`config.mk`:
```
export PLATFORM = sky130hd
export DESIGN_NAME = sbus_frame_receiver_decoder_top
export DESIGN_NICKNAME = d
export VERILOG_FILES = /design/src/rtl/core/sbusfrd_pkg.sv /design/src/rtl/core/sbusfrd_unpack.sv /design/src/rtl/core/sbus_frame_receiver_decoder_top.sv
export SDC_FILE = /design/constraint.sdc
export NUM_CORES = 1
export LEC_CHECK = 0
export BUFFER_PORTS_ARGS = -buffer_cell sky130_fd_sc_hd__buf_2
export CORE_MARGIN = 1.5
export CORE_UTILIZATION = 55
export CTS_BUF_LIST = sky130_fd_sc_hd__clkbuf_4 sky130_fd_sc_hd__clkbuf_8
export CTS_CLUSTER_DIAMETER = 80
export DETAILED_ROUTE_END_ITERATION = 6
export GPL_TIMING_DRIVEN = 0
export PLACE_DENSITY = 0.75
export SYNTH_ARGS = -nofsm -noshare
export SYNTH_HDL_FRONTEND = slang
export SYNTH_SLANG_ARGS = --single-unit
```
`constraint.sdc`:
```
create_clock -name clk_i -period 2.7 [get_ports clk_i]
set_clock_uncertainty 0.05 [all_clocks]
set_input_delay 0 -clock clk_i [delete_from_list [all_inputs] [get_ports clk_i]]
set_output_delay 0 -clock clk_i [all_outputs]
set_load 0.02 [all_outputs]
```
`src/rtl/core/sbusfrd_pkg.sv`:
```
`timescale 1ns / 1ps
// ---------------------------------------------------------------------------
// sbusfrd_pkg: shared types and constants
// Frame layout, register indexes and the unpack sequencer states.
// ---------------------------------------------------------------------------
package sbusfrd_pkg;

  localparam int unsigned ByteW   = 8;
  localparam int unsigned PosW    = 5;
  localparam int unsigned IdxW    = 4;
  localparam int unsigned ChanW   = 11;
  localparam int unsigned FlagW   = 4;
  localparam int unsigned AccW    = 18;
  localparam int unsigned CntW    = 5;
  localparam int unsigned CfgIdxW = 8;
  localparam int unsigned FrameLen = 25;

  localparam logic [PosW-1:0] FirstPayloadPos = 5'd1;
  localparam logic [PosW-1:0] FlagsPos        = 5'd23;
  localparam logic [PosW-1:0] EndPos          = 5'd24;

  localparam logic [IdxW-1:0] LastChan = 4'd15;

  localparam logic [CntW-1:0] ByteBits = 5'd8;
  localparam logic [CntW-1:0] ChanBits = 5'd11;

  localparam logic [CfgIdxW-1:0] RegStartByte = 8'd0;
  localparam logic [CfgIdxW-1:0] RegEndByte   = 8'd1;

  localparam logic [ByteW-1:0] StartByteRst = 8'h0F;
  localparam logic [ByteW-1:0] EndByteRst   = 8'h00;

  // write into the frame store
  typedef struct packed {
    logic             we;
    logic [PosW-1:0]  addr;
    logic [ByteW-1:0] data;
  } store_wr_t;

  typedef enum logic [1:0] {
    UnpIdle,
    UnpFetch,
    UnpMerge,
    UnpEmit
  } unp_state_e;

endpackage

```
`src/rtl/core/sbusfrd_unpack.sv`:
```
`timescale 1ns / 1ps
// ---------------------------------------------------------------------------
// sbusfrd_unpack: frame store and channel unpacker
// Holds the 25-byte frame and, once a good frame closes, streams payload
// bytes through a bit accumulator, cutting one 11-bit channel at a time.
// ---------------------------------------------------------------------------
module sbusfrd_unpack (
  input  logic                            clk_i,
  input  logic                            rst_ni,
  input  sbusfrd_pkg::store_wr_t          wr_i,
  input  logic                            start_i,
  input  logic [sbusfrd_pkg::FlagW-1:0]   flags_i,
  output logic                            busy_o,
  output logic                            out_valid_o,
  input  logic                            out_stall_i,
  output logic [sbusfrd_pkg::IdxW-1:0]    channel_index_o,
  output logic [sbusfrd_pkg::ChanW-1:0]   channel_value_o,
  output logic                            digital_a_o,
  output logic                            digital_b_o,
  output logic                            frame_lost_o,
  output logic                            failsafe_o,
  output logic                            last_o
);

  logic [sbusfrd_pkg::ByteW-1:0] mem [sbusfrd_pkg::FrameLen];

  sbusfrd_pkg::unp_state_e state_q, state_d;

  logic [sbusfrd_pkg::PosW-1:0]  addr_q, addr_d;
  logic [sbusfrd_pkg::IdxW-1:0]  chan_q, chan_d;
  logic [sbusfrd_pkg::AccW-1:0]  acc_q, acc_d;
  logic [sbusfrd_pkg::CntW-1:0]  cnt_q, cnt_d;
  logic [sbusfrd_pkg::ByteW-1:0] rd_q;
  logic                          rd_en;
  logic                          out_free;
  logic                          out_load;
  logic                          out_valid_q, out_valid_d;
  logic [sbusfrd_pkg::IdxW-1:0]  idx_q;
  logic [sbusfrd_pkg::ChanW-1:0] val_q;
  logic [sbusfrd_pkg::FlagW-1:0] oflags_q;
  logic                          last_q;
  logic [sbusfrd_pkg::CntW-1:0]  cnt_merged;
  logic [sbusfrd_pkg::CntW-1:0]  cnt_left;

  assign out_free   = !out_valid_q || !out_stall_i;
  assign cnt_merged = cnt_q + sbusfrd_pkg::ByteBits;
  assign cnt_left   = cnt_q - sbusfrd_pkg::ChanBits;

  // frame store
  always_ff @(posedge clk_i) begin
    if (wr_i.we) begin
      mem[wr_i.addr] <= wr_i.data;
    end
  end

  always_ff @(posedge clk_i) begin
    if (rd_en) begin
      rd_q <= mem[addr_q];
    end
  end

  // next state
  always_comb begin
    state_d = state_q;
    case (state_q)
      sbusfrd_pkg::UnpIdle: begin
        if (start_i) begin
          state_d = sbusfrd_pkg::UnpFetch;
        end
      end
      sbusfrd_pkg::UnpFetch: begin
        state_d = sbusfrd_pkg::UnpMerge;
      end
      sbusfrd_pkg::UnpMerge: begin
        if (cnt_merged >= sbusfrd_pkg::ChanBits) begin
          state_d = sbusfrd_pkg::UnpEmit;
        end else begin
          state_d = sbusfrd_pkg::UnpFetch;
        end
      end
      sbusfrd_pkg::UnpEmit: begin
        if (out_free) begin
          if (chan_q == sbusfrd_pkg::LastChan) begin
            state_d = sbusfrd_pkg::UnpIdle;
          end else if (cnt_left >= sbusfrd_pkg::ChanBits) begin
            state_d = sbusfrd_pkg::UnpEmit;
          end else begin
            state_d = sbusfrd_pkg::UnpFetch;
          end
        end
      end
      default: begin
        state_d = sbusfrd_pkg::UnpIdle;
      end
    endcase
  end

  // datapath controls
  always_comb begin
    addr_d   = addr_q;
    chan_d   = chan_q;
    acc_d    = acc_q;
    cnt_d    = cnt_q;
    rd_en    = 1'b0;
    out_load = 1'b0;
    case (state_q)
      sbusfrd_pkg::UnpIdle: begin
        if (start_i) begin
          addr_d = sbusfrd_pkg::FirstPayloadPos;
          chan_d = '0;
          acc_d  = '0;
          cnt_d  = '0;
        end
      end
      sbusfrd_pkg::UnpFetch: begin
        rd_en  = 1'b1;
        addr_d = addr_q + 1'b1;
      end
      sbusfrd_pkg::UnpMerge: begin
        // new byte lands right above the bits still pending
        acc_d = acc_q | (sbusfrd_pkg::AccW'(rd_q) << cnt_q);
        cnt_d = cnt_merged;
      end
      sbusfrd_pkg::UnpEmit: begin
        if (out_free) begin
          out_load = 1'b1;
          acc_d    = acc_q >> sbusfrd_pkg::ChanW;
          cnt_d    = cnt_left;
          chan_d   = chan_q + 1'b1;
        end
      end
      default: begin
        rd_en = 1'b0;
      end
    endcase
  end

  always_comb begin
    if (out_load) begin
      out_valid_d = 1'b1;
    end else if (!out_stall_i) begin
      out_valid_d = 1'b0;
    end else begin
      out_valid_d = out_valid_q;
    end
  end

  always_ff @(posedge clk_i or negedge rst_ni) begin
    if (!rst_ni) begin
      state_q     <= sbusfrd_pkg::UnpIdle;
      out_valid_q <= 1'b0;
    end else begin
      state_q     <= state_d;
      out_valid_q <= out_valid_d;
    end
  end

  always_ff @(posedge clk_i) begin
    addr_q <= addr_d;
    chan_q <= chan_d;
    acc_q  <= acc_d;
    cnt_q  <= cnt_d;
    if (out_load) begin
      idx_q    <= chan_q;
      val_q    <= acc_q[sbusfrd_pkg::ChanW-1:0];
      oflags_q <= flags_i;
      last_q   <= (chan_q == sbusfrd_pkg::LastChan);
    end
  end

  assign busy_o          = (state_q != sbusfrd_pkg::UnpIdle);
  assign out_valid_o     = out_valid_q;
  assign channel_index_o = idx_q;
  assign channel_value_o = val_q;
  assign digital_a_o     = oflags_q[0];
  assign digital_b_o     = oflags_q[1];
  assign frame_lost_o    = oflags_q[2];
  assign failsafe_o      = oflags_q[3];
  assign last_o          = last_q;

endmodule

```
`src/rtl/core/sbus_frame_receiver_decoder_top.sv`:
```
`timescale 1ns / 1ps
// ---------------------------------------------------------------------------
// sbus_frame_receiver_decoder_top: 16-channel serial frame decoder
// Hunts for the start byte, collects a 25-byte frame and, when the end byte
// matches, emits one item per proportional channel with the frame flags.
// ---------------------------------------------------------------------------
//  channel | handshake              | payload
//  --------+------------------------+------------------------------------------
//  in      | in_valid_i / in_stall_o | rx_byte_i
//  out     | out_valid_o / out_stall_i | channel_index_o, channel_value_o,
//          |                        | digital_a_o, digital_b_o, frame_lost_o,
//          |                        | failsafe_o, last_o
//  cfg     | cfg_valid_i / cfg_ready_o | cfg_index_i, cfg_data_i
//
//  The input does not stall while the frame is being collected.
//  After the closing byte of a good frame the input stalls while the
//  unpacker reads 22 payload bytes from the frame store, each in a fetch
//  and merge state, and cuts 16 channels, one per emit state, longer if out stalls.
//  Reset clears the hunt state, byte position, registers and output valid;
//  the frame store is not cleared.
// ---------------------------------------------------------------------------
module sbus_frame_receiver_decoder_top (
  input  logic                              clk_i,
  input  logic                              rst_ni,
  input  logic                              in_valid_i,
  output logic                              in_stall_o,
  input  logic [sbusfrd_pkg::ByteW-1:0]     rx_byte_i,
  output logic                              out_valid_o,
  input  logic                              out_stall_i,
  output logic [sbusfrd_pkg::IdxW-1:0]      channel_index_o,
  output logic [sbusfrd_pkg::ChanW-1:0]     channel_value_o,
  output logic                              digital_a_o,
  output logic                              digital_b_o,
  output logic                              frame_lost_o,
  output logic                              failsafe_o,
  output logic                              last_o,
  input  logic                              cfg_valid_i,
  output logic                              cfg_ready_o,
  input  logic [sbusfrd_pkg::CfgIdxW-1:0]   cfg_index_i,
  input  logic [sbusfrd_pkg::ByteW-1:0]     cfg_data_i
);

  logic [sbusfrd_pkg::ByteW-1:0] start_byte_q, start_byte_d;
  logic [sbusfrd_pkg::ByteW-1:0] end_byte_q, end_byte_d;
  logic                          in_frame_q, in_frame_d;
  logic [sbusfrd_pkg::PosW-1:0]  pos_q, pos_d;
  logic [sbusfrd_pkg::FlagW-1:0] flags_q, flags_d;

  logic                   busy;
  logic                   in_acc;
  logic                   take;
  logic                   at_end;
  logic                   start;
  sbusfrd_pkg::store_wr_t wr;

  assign cfg_ready_o = 1'b1;
  assign in_stall_o  = busy;
  assign in_acc      = in_valid_i && !busy;
  // while hunting, everything but the start byte is dropped
  assign take        = in_acc && (in_frame_q || (rx_byte_i == start_byte_q));
  assign at_end      = (pos_q == sbusfrd_pkg::EndPos);
  assign start       = take && at_end && (rx_byte_i == end_byte_q);

  assign wr.we   = take;
  assign wr.addr = pos_q;
  assign wr.data = rx_byte_i;

  always_comb begin
    start_byte_d = start_byte_q;
    end_byte_d   = end_byte_q;
    if (cfg_valid_i) begin
      case (cfg_index_i)
        sbusfrd_pkg::RegStartByte: start_byte_d = cfg_data_i;
        sbusfrd_pkg::RegEndByte:   end_byte_d   = cfg_data_i;
        default:                   start_byte_d = start_byte_q;
      endcase
    end
  end

  always_comb begin
    in_frame_d = in_frame_q;
    pos_d      = pos_q;
    flags_d    = flags_q;
    if (take) begin
      if (at_end) begin
        in_frame_d = 1'b0;
        pos_d      = '0;
      end else begin
        in_frame_d = 1'b1;
        pos_d      = pos_q + 1'b1;
      end
      if (pos_q == sbusfrd_pkg::FlagsPos) begin
        flags_d = rx_byte_i[sbusfrd_pkg::FlagW-1:0];
      end
    end
  end

  always_ff @(posedge clk_i or negedge rst_ni) begin
    if (!rst_ni) begin
      start_byte_q <= sbusfrd_pkg::StartByteRst;
      end_byte_q   <= sbusfrd_pkg::EndByteRst;
      in_frame_q   <= 1'b0;
      pos_q        <= '0;
    end else begin
      start_byte_q <= start_byte_d;
      end_byte_q   <= end_byte_d;
      in_frame_q   <= in_frame_d;
      pos_q        <= pos_d;
    end
  end

  always_ff @(posedge clk_i) begin
    flags_q <= flags_d;
  end

  sbusfrd_unpack u_unpack (
    .clk_i           (clk_i),
    .rst_ni          (rst_ni),
    .wr_i            (wr),
    .start_i         (start),
    .flags_i         (flags_q),
    .busy_o          (busy),
    .out_valid_o     (out_valid_o),
    .out_stall_i     (out_stall_i),
    .channel_index_o (channel_index_o),
    .channel_value_o (channel_value_o),
    .digital_a_o     (digital_a_o),
    .digital_b_o     (digital_b_o),
    .frame_lost_o    (frame_lost_o),
    .failsafe_o      (failsafe_o),
    .last_o          (last_o)
  );

endmodule

```
==> out/summary.txt, run 1 <==
Slew @ Worst Pin -> 1.20 ns
Commonest cells in the synthesized netlist -> edfxtp_1 (264), mux4_2 (43), a21oi_1 (30)
Metal3 WL -> 1990 um
Final setup viols -> 0
Fmax -> 0.386 GHz
Die Ht -> 152 um
Ranking of synthesized cells by area -> edfxtp_1 (65%), mux4_2 (7.9%), dfrtp_1 (4.3%)
Post-Syn Nets -> 767
Number of synthesized flops with an enable pin -> 264
CORE AREA -> 0.0218 sq mm
Number of I/O pins -> 52
Total die area -> 0.0231 sq mm
CP Class -> reg -> reg
Max Used Layer -> met4
Share of cells above drive strength 1 -> 26.3%
DRT Wirelength -> 26300 um
Clk buf depth -> 3
Number of global-route vias before repair -> 7204
MaxCap Viol Count -> 0
Critical-path top delay cell -> dfrtp_1
Crit path largest cell delay -> 0.41 ns
Met2 wire len -> 13100 um
Ys Warns -> 0
Pin count of the biggest net entering global routing -> 29
Total number of vias -> 7099
CTS sink cnt -> 289
Critical path, cell by cell -> inv_1, ha_1, nor2b_2, nand3_2, nor4_4, buf_4, nand3_4, nand2_4
H-tree Lvls -> 2
Critical Path AT -> 2.78 ns
Yosys reg bits -> 289
Routed len/inst -> 22.5 um
Most frequent cell after synthesis -> edfxtp_1
Setup slack at placement -> -0.930 ns
Number of buffers created by CTS -> 47
Crit share post-route -> 95.9%
Critical hold path startpoint -> cfg_valid_i
P_leak -> 5.00 nW
Global-route wire length before repair -> 40600 um
Die X-Extent -> 152 um
Status -> finished clean
Initial antenna violation count -> 0
DR DRC count -> 0
Sequential area share after synthesis -> 70.1%
Leading area contributor after synthesis -> edfxtp_1
Setup WS post-layout -> 0.112 ns
Detailed Routing Iterations Pass 1 -> 5
Met1 wire length -> 10500 um
Gr ovfl total -> 0
Tmin final -> 2.59 ns
Syn Area/Cell -> 16.8 sq um
Area added between synthesis and finish -> 15.4%
Port bufs -> 50
Diode count -> 0
HPWL Detailed -> 16700 um
Slew headroom -> 20.0%
Final nets -> 897
Ys async rst share -> 8.65%
Crit-path max FO -> 7
Initial drt markers -> 657
Worst VDD drop -> 0.000581 V
Final hold viol count -> 0
Clk pin slew, worst setup/hold paths -> 0.06 ns
PD cells -> 895 mW/mm^2
Netlist Area Pre-Place -> 0.0122 sq mm
Num rows -> 54
Final Max Tran Viols -> 0
Clock root buffer -> clkbuf_8
Synth top area share -> 64.9%
Hold Slack -> 0.120 ns
Synth unique cells -> 58
Post-Synthesis Cells -> 729
CP endpoint kind -> register
Initial Util -> 56.0%
CTS tree -> yes
Worst setup path start -> pos_q[0]
Synth Flop Type -> edfxtp_1
Filler instances -> 1528
R2r startpoint -> pos_q[0]
Vias per cell -> 6.07
Remaining antenna violation count -> 0
All-Layer GR Usage -> 22.9%
Worst setup SP type -> register
RSZ-0062 raised after global routing -> no
Routability cong. -> 0.894
Critical Path RT -> 2.89 ns
Worst-skew pair later-pin latency -> 0.56 ns
Min-Delay Path Class -> in -> reg
==> cell families after synthesis <==
family / count (synthesis) / share of synthesized area (%)
DFF: 289 / 70.1
and+or+nand+nor: 167 / 7.45
AOI/OAI and AO/OA: 99 / 5.01
muxes: 90 / 12.5
buffers and inverters: 51 / 2.38
xor gates and xnor gates: 23 / 1.65
adders and majority gates: 9 / 0.922
other: 1 / 0.0307
==> repair_timing <==
item	in CTS	in global routing
setup endpoints to repair	76	202
resized for setup	9	22
buffers inserted	0	1
hold endpoints to repair	259	0
pin swaps	2	2
hold buffers	27	0
cloned	1	1
==> layout make-up <==
cell class	instances	area [sq um]	share of cell area, %
inverter	17	63.8	0.453
clock buffer	53	692	4.91
sequential	289	8560	60.7
timing repair buffer	79	547	3.88
buffer	34	226	1.61
clock inverter	26	168	1.19
multi-input combinational	391	3480	24.7
tap	280	350	2.49
==> metrics by stage <==
stage | cell area (sq um) | setup TNS [ns] | power [W] | cells | util (%)
2_1_floorplan | 12200 | 0 | 0.00805 | 729 | -
4_1_cts | 14000 | 0 | 0.0126 | 1167 | 64.2
5_1_grt | 14100 | 0 | 0.0132 | 1169 | 64.6
6_report | 14100 | 0 | 0.0126 | 1169 | 64.6
3_3_place_gp | 12800 | -17.74 | 0.00884 | 1059 | 58.7
3_5_place_dp | 12800 | -24.27 | 0.00898 | 1060 | 58.8
==> flip-flops by register name, summed over array words and instances (netlist names) <==
| signal | flops |
|---|---|
| u_unpack.out_valid_o | 1 |
| u_unpack.rd_q | 8 |
| in_frame_q | 1 |
| u_unpack.cnt_q | 5 |
| u_unpack.channel_index_o | 4 |
| u_unpack.channel_value_o | 11 |
| u_unpack.chan_q | 4 |
| u_unpack.last_o | 1 |
| u_unpack.mem | 200 |
| u_unpack.state_q | 2 |
| flags_q | 4 |
| pos_q | 5 |
| u_unpack.oflags_q | 4 |
| start_byte_q | 8 |
| u_unpack.acc_q | 18 |
| u_unpack.addr_q | 5 |
| end_byte_q | 8 |
==> layout by cell type, fill, tap and decap left out, types with 4 or more instances in the layout <==
cell,instances
o211ai_1,5
buf_2,56
inv_1,15
nand2_1,25
ha_1,9
clkbuf_1,8
dlygate4sd3_1,27
mux2i_1,26
nor3_1,9
nor2_1,25
buf_6,6
edfxtp_1,264
a31oi_1,6
nor4_1,4
mux4_1,4
and3_1,18
dfstp_2,4
and3_2,10
nor2b_1,9
o21ai_0,16
nand4b_1,4
or3_1,5
clkbuf_8,47
clkinv_2,7
nand4_1,13
dfrtp_1,21
o22a_1,4
a21oi_1,29
o22ai_1,19
nand3_1,14
nand2b_1,9
xnor2_1,20
mux2_2,17
buf_4,10
mux4_2,43
clkinv_1,16
clkbuf_4,9
==> where the power goes <==
group / internal (W) / switching, W / total [W] / leakage (nW)
Clock: 0.00189 / 0.00166 / 0.00355 / 0.449
Combinational: 0.00126 / 0.00194 / 0.00319 / 1.84
Sequential: 0.00558 / 0.000286 / 0.00586 / 2.72
Total: 0.00872 / 0.00389 / 0.0126 / 5.00
==> worst paths after layout <==
| path | endpoint | slack [ns] | depth (start not counted) |
|---|---|---|---|
| worst max-delay path | u_unpack.acc_q[0] | 0.11 | 8 |
| worst min-delay path | end_byte_q[4] | 0.12 | 5 |
| worst max register to register | u_unpack.acc_q[0] | 0.11 | 8 |
| worst min register to register | u_unpack.oflags_q[1] | 0.37 | 0 |
| max in group asynchronous | u_unpack.state_q[1] | 0.50 | 4 |
| min in group asynchronous | start_byte_q[0] | 0.56 | 3 |
==> layer usage <==
metal,up-vias,track usage (%)
met3,61,5.11
met5,-,0
met1,3524,30.5
met4,0,6.66
met2,340,38.0
li1,3174,-
==> worst max-delay path, delay by kind of cell, from the launching register on <==
kind	cells	cell delay [ns]
DFF	1	0.41
buffers and inverters	2	0.33
and+or+nand+nor	5	1.17
adders and majority gates	1	0.31
(Power assumes the default switching activity.)
==> run 2, diff against run 1 <==
--- a/config.mk
+++ b/config.mk
@@ -5,6 +5,7 @@
 export SDC_FILE = /design/constraint.sdc
 export NUM_CORES = 1
 export LEC_CHECK = 0
+export ABC_AREA = 1
 export BUFFER_PORTS_ARGS = -buffer_cell sky130_fd_sc_hd__buf_2
 export CORE_MARGIN = 1.5
 export CORE_UTILIZATION = 55
==> out/summary.txt, run 2 <==
Status -> finished clean
Worst VDD drop -> 0.000383 V
# Post-CTS Setup Buffers -> 0
CP endpoint kind -> register
Final hold viol count -> 0
Routed len/inst -> 19.0 um
Detailed Routing Iterations Pass 1 -> 5
Most frequent cell after synthesis -> edfxtp_1
RSZ-0062 raised after global routing -> yes
Total number of vias -> 8756
Worst setup path start -> rx_byte_i[1]
Worst setup path end -> u_unpack.mem[13][0]
Most common cell after layout, fill and taps aside -> edfxtp_1
Final Max Tran Viols -> 0
Critical Path RT -> 2.83 ns
P_leak -> 5.41 nW
Commonest cells in the synthesized netlist -> edfxtp_1 (264), nor2_1 (176), nand2_1 (172)
Worst path buffer plus inverter count -> 3
Initial Util -> 56.4%
Remaining antenna violation count -> 0
Crit path largest cell delay -> 0.73 ns
Yosys reg bits -> 289
Port bufs -> 50
R2r startpoint -> start_byte_q[3]
Ys Warns -> 0
Critical Path AT -> 2.82 ns
Number of synthesized flops with an enable pin -> 264
Num rows -> 54
Crit-path max FO -> 29
Most frequent cell on the critical path -> nand2_1
Critical-path top delay cell -> nor2_1
Diode count -> 0
Leading area contributor after synthesis -> edfxtp_1
H-tree Lvls -> 2
DR DRC count -> 0
Initial drt markers -> 780
Sequential area share after synthesis -> 68.9%
Synth Flop Type -> edfxtp_1
Netlist Area Pre-Place -> 0.0124 sq mm
Syn Area/Cell -> 11.5 sq um
Vias per cell -> 5.73
Die X-Extent -> 153 um
Total die area -> 0.0235 sq mm
Post-route cell area -> 0.0143 sq mm
Number of I/O pins -> 52
GR met3 Demand/Resource -> 4.76%
Worst-skew pair later-pin latency -> 0.56 ns
Global route hottest layer -> met2
Tmin final -> 2.69 ns
Setup WS post-layout -> 0.0112 ns
Initial antenna violation count -> 0
Gr ovfl total -> 0
Placed instance area -> 0.0130 sq mm
Setup slack at placement -> -0.00716 ns
CTS sink cnt -> 289
Post-Syn Nets -> 1120
Final nets -> 1251
All-Layer GR Usage -> 25.2%
Critical path, cell by cell -> dlygate4sd3_1, buf_2, xnor2_1, nand2_1, nor2_1, nand2_1, nand2_2, nand2_2, inv_2, nand2_1, nor2_1
Die Ht -> 153 um
R2r setup slk -> 0.07 ns
Synth unique cells -> 40
DRT Wirelength -> 29100 um
PD cells -> 609 mW/mm^2
Post-Synthesis Cells -> 1082
Synth top area share -> 63.8%
MaxCap Viol Count -> 0
M1 GR Usage -> 32.5%
Hold Slack -> 0.177 ns
CP Class -> in -> reg
Worst setup SP type -> input port
FF-to-FF End -> u_unpack.mem[13][0]
Biggest register -> u_unpack.mem
Met2 GRT Util -> 41.3%
Critical path depth -> 11
Crit share post-route -> 99.6%
CORE AREA -> 0.0220 sq mm
Pin count of the biggest net entering global routing -> 30
Min-Delay Path Class -> in -> reg
Clk buf depth -> 3
Delay-heaviest family, CP -> simple AND/OR/NAND/NOR gates
Global-route wire length before repair -> 45200 um
Share of cells above drive strength 1 -> 17.4%
Clk pin slew, worst setup/hold paths -> 0.06 ns
Fmax -> 0.372 GHz
Slew @ Worst Pin -> 1.04 ns
FF-to-FF path depth -> 10
Ranking of synthesized cells by area -> edfxtp_1 (64%), nor2_1 (5.3%), nand2_1 (5.2%)
Final setup viols -> 0
Most frequent cells in the layout -> edfxtp_1 (264), nand2_1 (172), nor2_1 (161)
Slew headroom -> 30.4%
Routability cong. -> 0.922
Area added between synthesis and finish -> 14.9%
CTS tree -> yes
Number of global-route vias before repair -> 8556
Ys async rst share -> 8.65%
Number of buffers created by CTS -> 47
Clock root buffer -> clkbuf_8
Max FFs per register -> 200
HPWL Detailed -> 18800 um
-- run 2: how the worst min path moves through the flow --
stage	slack (ns)	to	start	cells past startpoint
global route	0.21	start_byte_q[4]	cfg_data_i[4]	4
finish	0.18	u_unpack.out_valid_o	out_stall_i	4
CTS	0.14	u_unpack.out_valid_o	out_stall_i	4
floorplan	-0.35	end_byte_q[0]	rst_ni	0
detailed placement	-0.02	end_byte_q[3]	rst_ni	1
global placement	-0.02	end_byte_q[2]	rst_ni	1
-- run 2: worst register-to-register path: stages (launching register included) --
cell     delay [ns]
dfstp_2        0.54
nand2_1        0.05
nand2_1        0.09
nand2_1        0.05
nor2_1         0.09
nand2_1        0.11
nand2_2        0.10
nand2_2        0.08
inv_2          0.11
nand2_1        0.24
nor2_1         0.74
-- run 2: per-stage QoR --
stage | utilization, % | instances | power (W) | setup TNS (ns)
2_1_floorplan | - | 1082 | 0.00506 | 0
3_3_place_gp | 59.1 | 1412 | 0.00516 | -11.64
3_5_place_dp | 59.2 | 1413 | 0.00516 | -0.0545
4_1_cts | 64.7 | 1529 | 0.00873 | 0
5_1_grt | 64.8 | 1529 | 0.00896 | -2.29
6_report | 64.8 | 1529 | 0.00870 | 0
-- run 2: what timing repair did --
action,CTS,global route
endpoints found under the setup margin,0,160
gates resized for setup,0,15
hold endpoints to repair,252,0
hold buffers,31,0
-- run 2: logic make-up after synthesis --
| family | share of synthesized area (%) |
|---|---|
| AO/OA/AOI/OAI | 10.4 |
| XOR/XNOR | 0.846 |
| adder cells (fa/ha/maj) | 0.906 |
| buffers and inverters | 4.78 |
| flip-flops | 68.9 |
| other | 0.0302 |
| AND/OR/NAND/NOR | 14.2 |
-- run 2: area by class of cell --
type / instances / area, sq um
clock inverters: 27 / 145
inverters: 72 / 275
flip-flops and latches: 289 / 8560
multi-input cells: 673 / 3320
fillers: 1664 / 7740
repair buffers: 82 / 578
well taps: 280 / 350
plain buffers: 48 / 319
clock buffers: 58 / 742
-- run 2: where the power goes --
group | switching [W] | leakage (nW) | internal (W) | total (W)
clock | 0.00168 | 0.473 | 0.00191 | 0.00359
combinational | 0.000133 | 2.26 | 0.0000751 | 0.000208
sequential | 0.0000138 | 2.68 | 0.00489 | 0.00490
-- run 2: layer usage --
layer,up-vias,routed length (um)
met5,-,0
met4,0,1020
met3,82,2540
met2,419,14000
met1,4177,11500
li1,4078,-
